--- src/sv/can_rrt_ram.sv ---
// ----------------------------------------------------------------------------
// Generic RAM
// One write port, one read port, registered read data.
// ----------------------------------------------------------------------------
module can_rrt_ram #(
    parameter int WIDTH = 8,
    parameter int DEPTH = 16
) (
    input  logic                                 clk,
    input  logic                                 we,
    input  logic [(DEPTH > 1 ? $clog2(DEPTH) : 1)-1:0] waddr,
    input  logic [WIDTH-1:0]                     wdata,
    input  logic                                 re,
    input  logic [(DEPTH > 1 ? $clog2(DEPTH) : 1)-1:0] raddr,
    output logic [WIDTH-1:0]                     rdata
);

    logic [WIDTH-1:0] mem [DEPTH];

    always_ff @(posedge clk)
    begin
        if (we)
        begin
            mem[waddr] <= wdata;
        end
        if (re)
        begin
            rdata <= mem[raddr];
        end
    end

endmodule

--- config.mk ---
export PLATFORM = sky130hd
export DESIGN_NAME = can_rrt_ram
export DESIGN_NICKNAME = d
export VERILOG_FILES = /design/src/sv/can_rrt_ram.sv
export SDC_FILE = /design/constraint.sdc
export NUM_CORES = 1
export LEC_CHECK = 0
export ABC_CLOCK_PERIOD_IN_PS = 4100
export BUFFER_PORTS_ARGS = -buffer_cell sky130_fd_sc_hd__buf_2
export CORE_AREA = 2 2 124 102
export CTS_CLUSTER_DIAMETER = 80
export DETAILED_ROUTE_END_ITERATION = 12
export DIE_AREA = 0 0 126 104
export REMOVE_ABC_BUFFERS = 1
export SETUP_SLACK_MARGIN = 0.02
export SLEW_MARGIN = 40
export SYNTH_ARGS = -nofsm -noshare
export SYNTH_HDL_FRONTEND = slang
export SYNTH_SLANG_ARGS = --single-unit
--- constraint.sdc ---
create_clock -name clk -period 4.1 [get_ports clk]
set_input_delay 0.205 -clock clk [delete_from_list [all_inputs] [get_ports clk]]
set_output_delay 0.205 -clock clk [all_outputs]
set_load 0.01 [all_outputs]
**Word level (Yosys, flattened, before mapping)**

Memory sizes are Yosys's and may differ from the RTL's. A register that Yosys moved wholly into a read port is not among the register bits.
Cells that the tools add are included.

- ROM bits: 0
- Flip-flop bits (word level): 0
- Bits in latches: 0
- Memories kept: 1
- Input port bits: 19
- Output and inout bits: 8
- RAM bits: 128

- Mux-type cells: 2
- Div/mod/pow operators: 0
- Equal/unequal tests: 0
- Reduce and logical (&&, ||, !) cells: 0
- Bitwise gates (word level): 0
- $mul: 0
- Shifts and indexed selects: 0
- Add/subtract/negate cells: 0
- Order comparisons: 0

Memories:

| memory | depth | width | rd ports | clocked after Yosys merged registers in | write ports | line | RTL |
|---|---|---|---|---|---|---|---|
| mem | 16 | 8 | 1 | 1 | 1 | 18 | `logic [WIDTH-1:0] mem [DEPTH];` |

Operators by type and width:

| kind | count |
|---|---|
| $mux 1 | 2 |

**Logic depth before layout (Yosys ltp)**

Gate-level depths: netlist (run 1).

- Depth after elaboration: 2
- Mapped depth: 5
- Gate-level depth less buffers: 3

**Worst setup path before layout (run 1)**

OpenSTA, ideal clock, no wires.

- Kind: input to register
- From: input waddr[2] in the netlist's numbering
- To: memory mem[0][0] (enable)
- Arrival: 1.315 ns
- Path slack: 2.402 ns
- Path buffers: 0
- Library setup time: 0.383 ns
- Data required time: 3.717 ns
- Stages on the path: 2
- Path through: or3b_2 -> nor3_1

RTL lines:

| element | line | RTL |
|---|---|---|
| from (decl) | 11 | `input logic [(DEPTH > 1 ? $clog2(DEPTH) : 1)-1:0] waddr,` |
| to (decl) | 18 |  |

Straight into the memory's write port.

==> key figures, run 1 <==
Outcome
  • Status: completed

Floorplanning
  • Die Area: 13100 um2
  • Core ar.: 11900 um2
  • Die Span X: 126 um
  • Initial Utilization: 44.0%
  • Std-Cell Rows: 36
  • Die extent in y: 104 um
  • # IOs: 27

Cells and area
  • Multi-input gate area: 1080 um2
  • FILL cells: 968
  • Final instance area: 6150 um2
  • # nets final: 287
  • Fin cells: 433
  • Register area: 4080 um2
  • N_diodes: 0
  • Layout area overhead: 17.7%
  • Share of cells above drive strength 1: 31.3%

Pwr
  • Comb pwr share: 4.3%
  • Pwr Total: 3.34 mW
  • Net Switching: 0.645 mW
  • Clock Power Share: 48.5%
  • Power Density: 543 nW/um2
  • Worst vdd ir: 0.479 mV
  • Internal Power: 2.69 mW
  • Static leakage: 2.03 nW
  • Sequential share of power: 47.1%
  • Sw frac: 19.3%

Placement
  • Gp weighted congestion: 0.704
  • Placed Area: 5500 um2
  • Port bufs: 26
  • Pre-CTS WS: 2050 ps
  • Dpl cells: 401
  • Dpl hpwl: 6440 um

Route
  • WL final: 10400 um
  • Antenna viol nets, final: 0
  • Routed len/inst: 23.9 um
  • # DRC: 0
  • First-pass DRT Iterations: 4
  • Initial DRC count: 279
  • Vias per cell: 5.54
  • Vias: 2398

GRT
  • Largest net degree at the start of global routing: 33
  • Initial antenna violation count: 0
  • Busiest grt layer: met1
  • GRT Total Usage: 17.2%
  • First-pass GRT wire length: 15700 um
  • Met3 Use GR: 5.40%
  • Vias in the first global route: 2480
  • Total gr overflow: 0
  • Grt met2 use: 23.5%
  • Met1 Usage GRT: 26.4%

Timing
  • Fin. Hold Viols: 0
  • Clock Skew: 4.63 ps
  • Fmax: 0.607 GHz
  • Setup violators final: 0
  • RSZ-0062 raised after global routing: no
  • Slew margin rel.: 45.9%
  • Slew @ Worst Pin: 809 ps
  • Final period util: 40.2%
  • Final worst setup slack: 2450 ps
  • Slew Limit Fails: 0
  • Minimum clock period: 1650 ps
  • Setup TNS: 0 ps

Synthesis
  • Sequential area share after synthesis: 78.1%
  • Area contributors post-synth: edfxtp_1, mux4_2, mux4_1
  • Leading area contributor after synthesis: edfxtp_1
  • Synth top area share: 78.1%
  • Top cells by count, synth: edfxtp_1, mux4_2, a22oi_1
  • Number of synthesized flops with an enable pin: 136
  • Synthesized area: 5230 um2
  • Top_reg_cell synth: edfxtp_1
  • Most frequent cell after synthesis: edfxtp_1
  • Ys Warns: 0
  • Mapped Avg Cell Area: 22.8 um2
  • Seq cells post-synth: 136
  • Netlist cell types: 18
  • Synth Instances: 229
  • Ys async rst share: 0%

Critical path
  • FF-to-FF End: rdata[3]
  • Worst setup SP type: input port
  • Crit end category: register
  • Critical Path End: rdata[3]
  • Worst r2r src: mem[9][3]
  • Worst EP required: 4250 ps
  • Crit path from: raddr[0]
  • WP data arrival: 1790 ps
  • Critical path type: in -> reg
  • Reg2Reg Setup Slack: 2520 ps
  • Worst-path fanout max: 32
  • Reg2Reg Depth: 3

CTS
  • Maximum clock path buffer count: 2
  • CTS Buf Count: 17
  • Root Buffer: clkbuf_16
  • Clk slew on worst S/H paths: 60 ps
  • Clk Latency, worst-skew pair: 400 ps
  • Hold_buf cts: 0
  • CTS H-tree depth: 4
  • Clock sink total: 136
  • Post-CTS sizing: 0
  • Post-CTS setup buffer count: 0
  • CTS tree: built

Job
  • Total of max-cap violations: 0

Min path
  • Worst hold-check path type: in -> reg
[power groups by stage]
stage	clock network, mW	logic, mW	registers, mW
after detailed placement	0	0.146	1.60
after global placement	0	0.143	1.60
final	1.62	0.145	1.57
after floorplan	0	0.0625	1.60
after CTS	1.64	0.147	1.58
after global routing	1.70	0.157	1.58
[metrics by stage]
stage | hold WS, ps | util (%)
finish | 163 | 51.7
global route | 145 | 51.7
CTS | 154 | 51.6
detailed placement | 576 | 46.3
global placement | 577 | 46.2
floorplan | 304 | -
[layout make-up]
cell class	count	area share (%)
Clock buffer	18	6.97
Timing Repair Buffer	30	2.68
Sequential cell	136	66.4
Multi-Input combinational cell	83	17.5
Clock inverter	14	3.33
Tap cell	152	3.09
[critical path, cell delays in order]
cell and delay, ps:
buf_4 480, mux4_1 660, a22oi_1 340, nand2_1 80
[worst min path at each step]
stage	from	end	slack (ps)	cells after the start
after detailed placement	re	rdata[2]	580	1
final	re	rdata[4]	160	1
after global placement	re	rdata[5]	580	1
after floorplan	wdata[0]	mem[0][0]	300	0
after global routing	re	rdata[3]	150	1
after CTS	re	rdata[4]	150	1
[state kept, by name, indices dropped and copies added (netlist names)]
register  cells
mem         128
rdata         8
[metal layers]
metal / share of wire, % / wire length [um]
met3: 8.2 / 852
met1: 46 / 4810
met5: 0 / 0
met4: 1.1 / 113
met2: 44 / 4580
[kinds of logic (layout without fill, tap and decap cells)]
logic type,count (synthesis),in the layout,synth area share [%]
flops,136,136,78.1
mux,32,32,14.8
compound gates,16,16,2.30
simple gates,35,35,3.14
buf+inv,10,62,1.65
[layout by cell type (no fill, tap or decap)]
| master | n |
|---|---|
| edfxtp_1 | 136 |
| buf_2 | 24 |
| mux4_2 | 18 |
| clkbuf_16 | 17 |
| a22oi_1 | 16 |
| mux4_1 | 14 |
| nand2_1 | 9 |
| nor2_2 | 9 |
| buf_4 | 6 |
| bufinv_16 | 5 |
| nor2_1 | 4 |
| nor3_1 | 4 |
| clkinv_2 | 4 |
| clkinvlp_4 | 3 |
| nand3b_1 | 2 |
| nand2b_1 | 2 |
| nor2b_1 | 1 |
| and2_1 | 1 |
| and2b_1 | 1 |
| nand3_1 | 1 |
| or3b_2 | 1 |
| clkinv_4 | 1 |
| clkinv_1 | 1 |
| clkbuf_1 | 1 |
Power figures use the tool's default switching activity.
==> run 2, diff against run 1 <==
- ABC_CLOCK_PERIOD_IN_PS: 4100 -> 1600
- clock period: 4.1 -> 1.6 ns (I/O delays scaled with it)
==> run 2 against run 1 <==
Net effect:
- combinational power increased to 2.7 times the previous value
- critical path depth decreased by 1
- register-to-register slack got worse by 2400 ps
- flip-flop and latch count unchanged
- via count increased by 3.0%
- hold slack got worse by 120 ps
- critical path type is now reg -> reg
- die area unchanged
- sequential power increased to 2.6 times the previous value
- total power increased to 2.7 times the previous value
- clock power increased to 2.8 times the previous value
==> key figures, run 2 (synthesis results as in run 1) <==
Floorplanning
  • Std-Cell Rows: 36 (unchanged)
  • Core ar.: 11900 um2 (unchanged)
  • Initial Utilization: 44.0% (unchanged)
  • # IOs: 27 (unchanged)
  • Die extent in y: 104 um (unchanged)
  • Die Span X: 126 um (unchanged)
  • Die Area: 13100 um2 (unchanged)

Cells and area
  • Register area: 4080 um2 (unchanged)
  • Final instance area: 6390 um2 (+3.9%)
  • Most frequent cells in the layout: edfxtp_1, buf_2, buf_4, mux4_2, clkbuf_16
  • Share of cells above drive strength 1: 32.9% (+1.6 points)
  • N_diodes: 0 (unchanged)
  • Registers with the most flip-flops: mem: 128 flops, rdata: 8 flops
  • # nets final: 310 (+8.0%)
  • Most common cell after layout, fill and taps aside: edfxtp_1
  • Layout area overhead: 22.3%
  • Largest Register: mem
  • FILL cells: 921 (-4.9%)
  • Multi-input gate area: 1060 um2 (-2.1%)
  • Largest register FFs: 128 (unchanged)

Timing
  • Final period util: 93.2%
  • Clock Skew: 6.31 ps (+1.68 ps)
  • Minimum clock period: 1490 ps
  • Fmax: 0.671 GHz
  • Fin Hold WS: 47.6 ps (-116 ps)
  • Slew Limit Fails: 0 (unchanged)
  • RSZ-0062 raised after global routing: no
  • Slew @ Worst Pin: 423 ps (-386 ps)
  • Slew margin rel.: 71.8% (+26 points)
  • Setup violators final: 0 (unchanged)
  • Fin. Hold Viols: 0 (unchanged)

Pwr
  • Static leakage: 2.20 nW (+8.0%)
  • Net Switching: 1.63 mW (+150%)
  • Pwr Total: 8.89 mW (+170%)
  • Sw frac: 18.4% (-0.96 points)
  • Clock Power Share: 50.2% (+1.7 points)
  • Sequential share of power: 45.5% (-1.6 points)
  • Worst vdd ir: 0.801 mV (+67%)
  • Comb pwr share: 4.3% (about the same)
  • Internal Power: 7.25 mW (+170%)
  • Power Density: 1390 nW/um2 (+160%)

CTS
  • Hold_buf cts: 0 (unchanged)
  • Root Buffer: clkbuf_16
  • Post-CTS setup buffer count: 0 (unchanged)
  • Post-CTS sizing: 0 (unchanged)
  • Clk slew on worst S/H paths: 60 ps (about the same)
  • Clk Latency, worst-skew pair: 410 ps (about the same)
  • CTS H-tree depth: 4 (unchanged)
  • Maximum clock path buffer count: 2 (unchanged)
  • Clock sink total: 136 (unchanged)
  • CTS Buf Count: 17 (unchanged)
  • CTS tree: built

GRT
  • First-pass GRT wire length: 15600 um (-0.53%)
  • Vias in the first global route: 2546 (+2.7%)
  • GRT Total Usage: 16.9% (-0.24 points)
  • Initial antenna violation count: 0 (unchanged)
  • Largest net degree at the start of global routing: 17 (-48%)
  • Total gr overflow: 0 (unchanged)

Min path
  • Hold path startpoint: wdata[5]
  • Worst hold-check path type: in -> reg

Critical path
  • Worst-path fanout max: 1 (-97%)
  • Worst EP required: 1750 ps (-2500 ps)
  • WP data arrival: 1640 ps (-150 ps)
  • Crit path from: mem[9][1]
  • Worst setup SP type: register
  • Crit end category: register
  • Worst r2r src: mem[9][1]
  • Delay-heaviest family, CP: multiplexers
  • Slowest CP cell: mux4_1
  • Crit-path cells: mux4_1, a22oi_1, nand2_1
  • Buffers and inverters on the worst path: 0 (-1)
  • Slowest stage delay, CP: 500 ps (-160 ps)
  • Critical path type: reg -> reg
  • Reg2Reg Setup Slack: 110 ps (-2410 ps)

Route
  • # DRC: 0 (unchanged)
  • Initial DRC count: 295 (+5.7%)
  • First-pass DRT Iterations: 4 (unchanged)
  • Antenna viol nets, final: 0 (unchanged)
  • Routed len/inst: 22.5 um (-5.9%)
  • Vias: 2471 (+3.0%)
  • Vias per cell: 5.42 (-2.2%)
  • WL final: 10300 um (-0.86%)

Placement
  • Placed Area: 5710 um2 (+3.9%)
  • Gp weighted congestion: 0.719 (+2.1%)
  • Port bufs: 26 (unchanged)
  • Dpl hpwl: 6860 um (+6.6%)

Outcome
  • Status: completed

Job
  • Total of max-cap violations: 0 (unchanged)
## run 2: cell count changes in the layout (fill, tap and decap cells not counted), moves of 3 or more
cell / delta
nor2_2: -9
buf_4: +17
buf_12: +4
nor2_1: +9
clkinv_2: -3
## run 2: final timing paths
kind                                  end  cells after the start
worst min-delay path            mem[5][5]                      1
worst min register to register   rdata[4]                      3
worst max register to register   rdata[1]                      3
worst max-delay path             rdata[1]                      3
## run 2: routing by layer
metal  vias up  global-route usage, %  share of wire (%)  wire [um]
met4         0                   6.44               0.81         83
met2        76                   23.5                 46       4680
met5         -                      0                  0          0
met3         9                   4.37                7.0        715
met1      1284                   25.9                 47       4790
li1       1102                      -                  -          -
## run 2: through the flow
| step | setup TNS [ps] | util [%] | cells | setup slack, ps |
|---|---|---|---|---|
| after detailed placement | -157 | 48.1 | 424 | -67.0 |
| after global routing | 0 | 53.8 | 456 | 47.0 |
| after floorplan | 0 | - | 219 | 27.1 |
| final | 0 | 53.8 | 456 | 109 |
| after global placement | -138 | 48.1 | 424 | -50.4 |
| after CTS | 0 | 53.8 | 456 | 84.8 |
## run 2: final cells by class
| cell class | instances | share of cell area, % |
|---|---|---|
| sequential | 136 | 63.9 |
| multi-input combinational | 83 | 16.5 |
| clock buffer | 18 | 6.71 |
| timing repair buffer | 53 | 5.99 |
| clock inverter | 14 | 3.93 |
| tap | 152 | 2.97 |
## run 2: power by group through the flow
stage               clock network, mW  logic (mW)  registers [mW]
finish                           4.46       0.386            4.04
CTS                              4.51       0.396            4.04
global route                     4.66       0.424            4.04
global placement                    0       0.389            4.11
detailed placement                  0       0.396            4.11
floorplan                           0       0.160            4.11
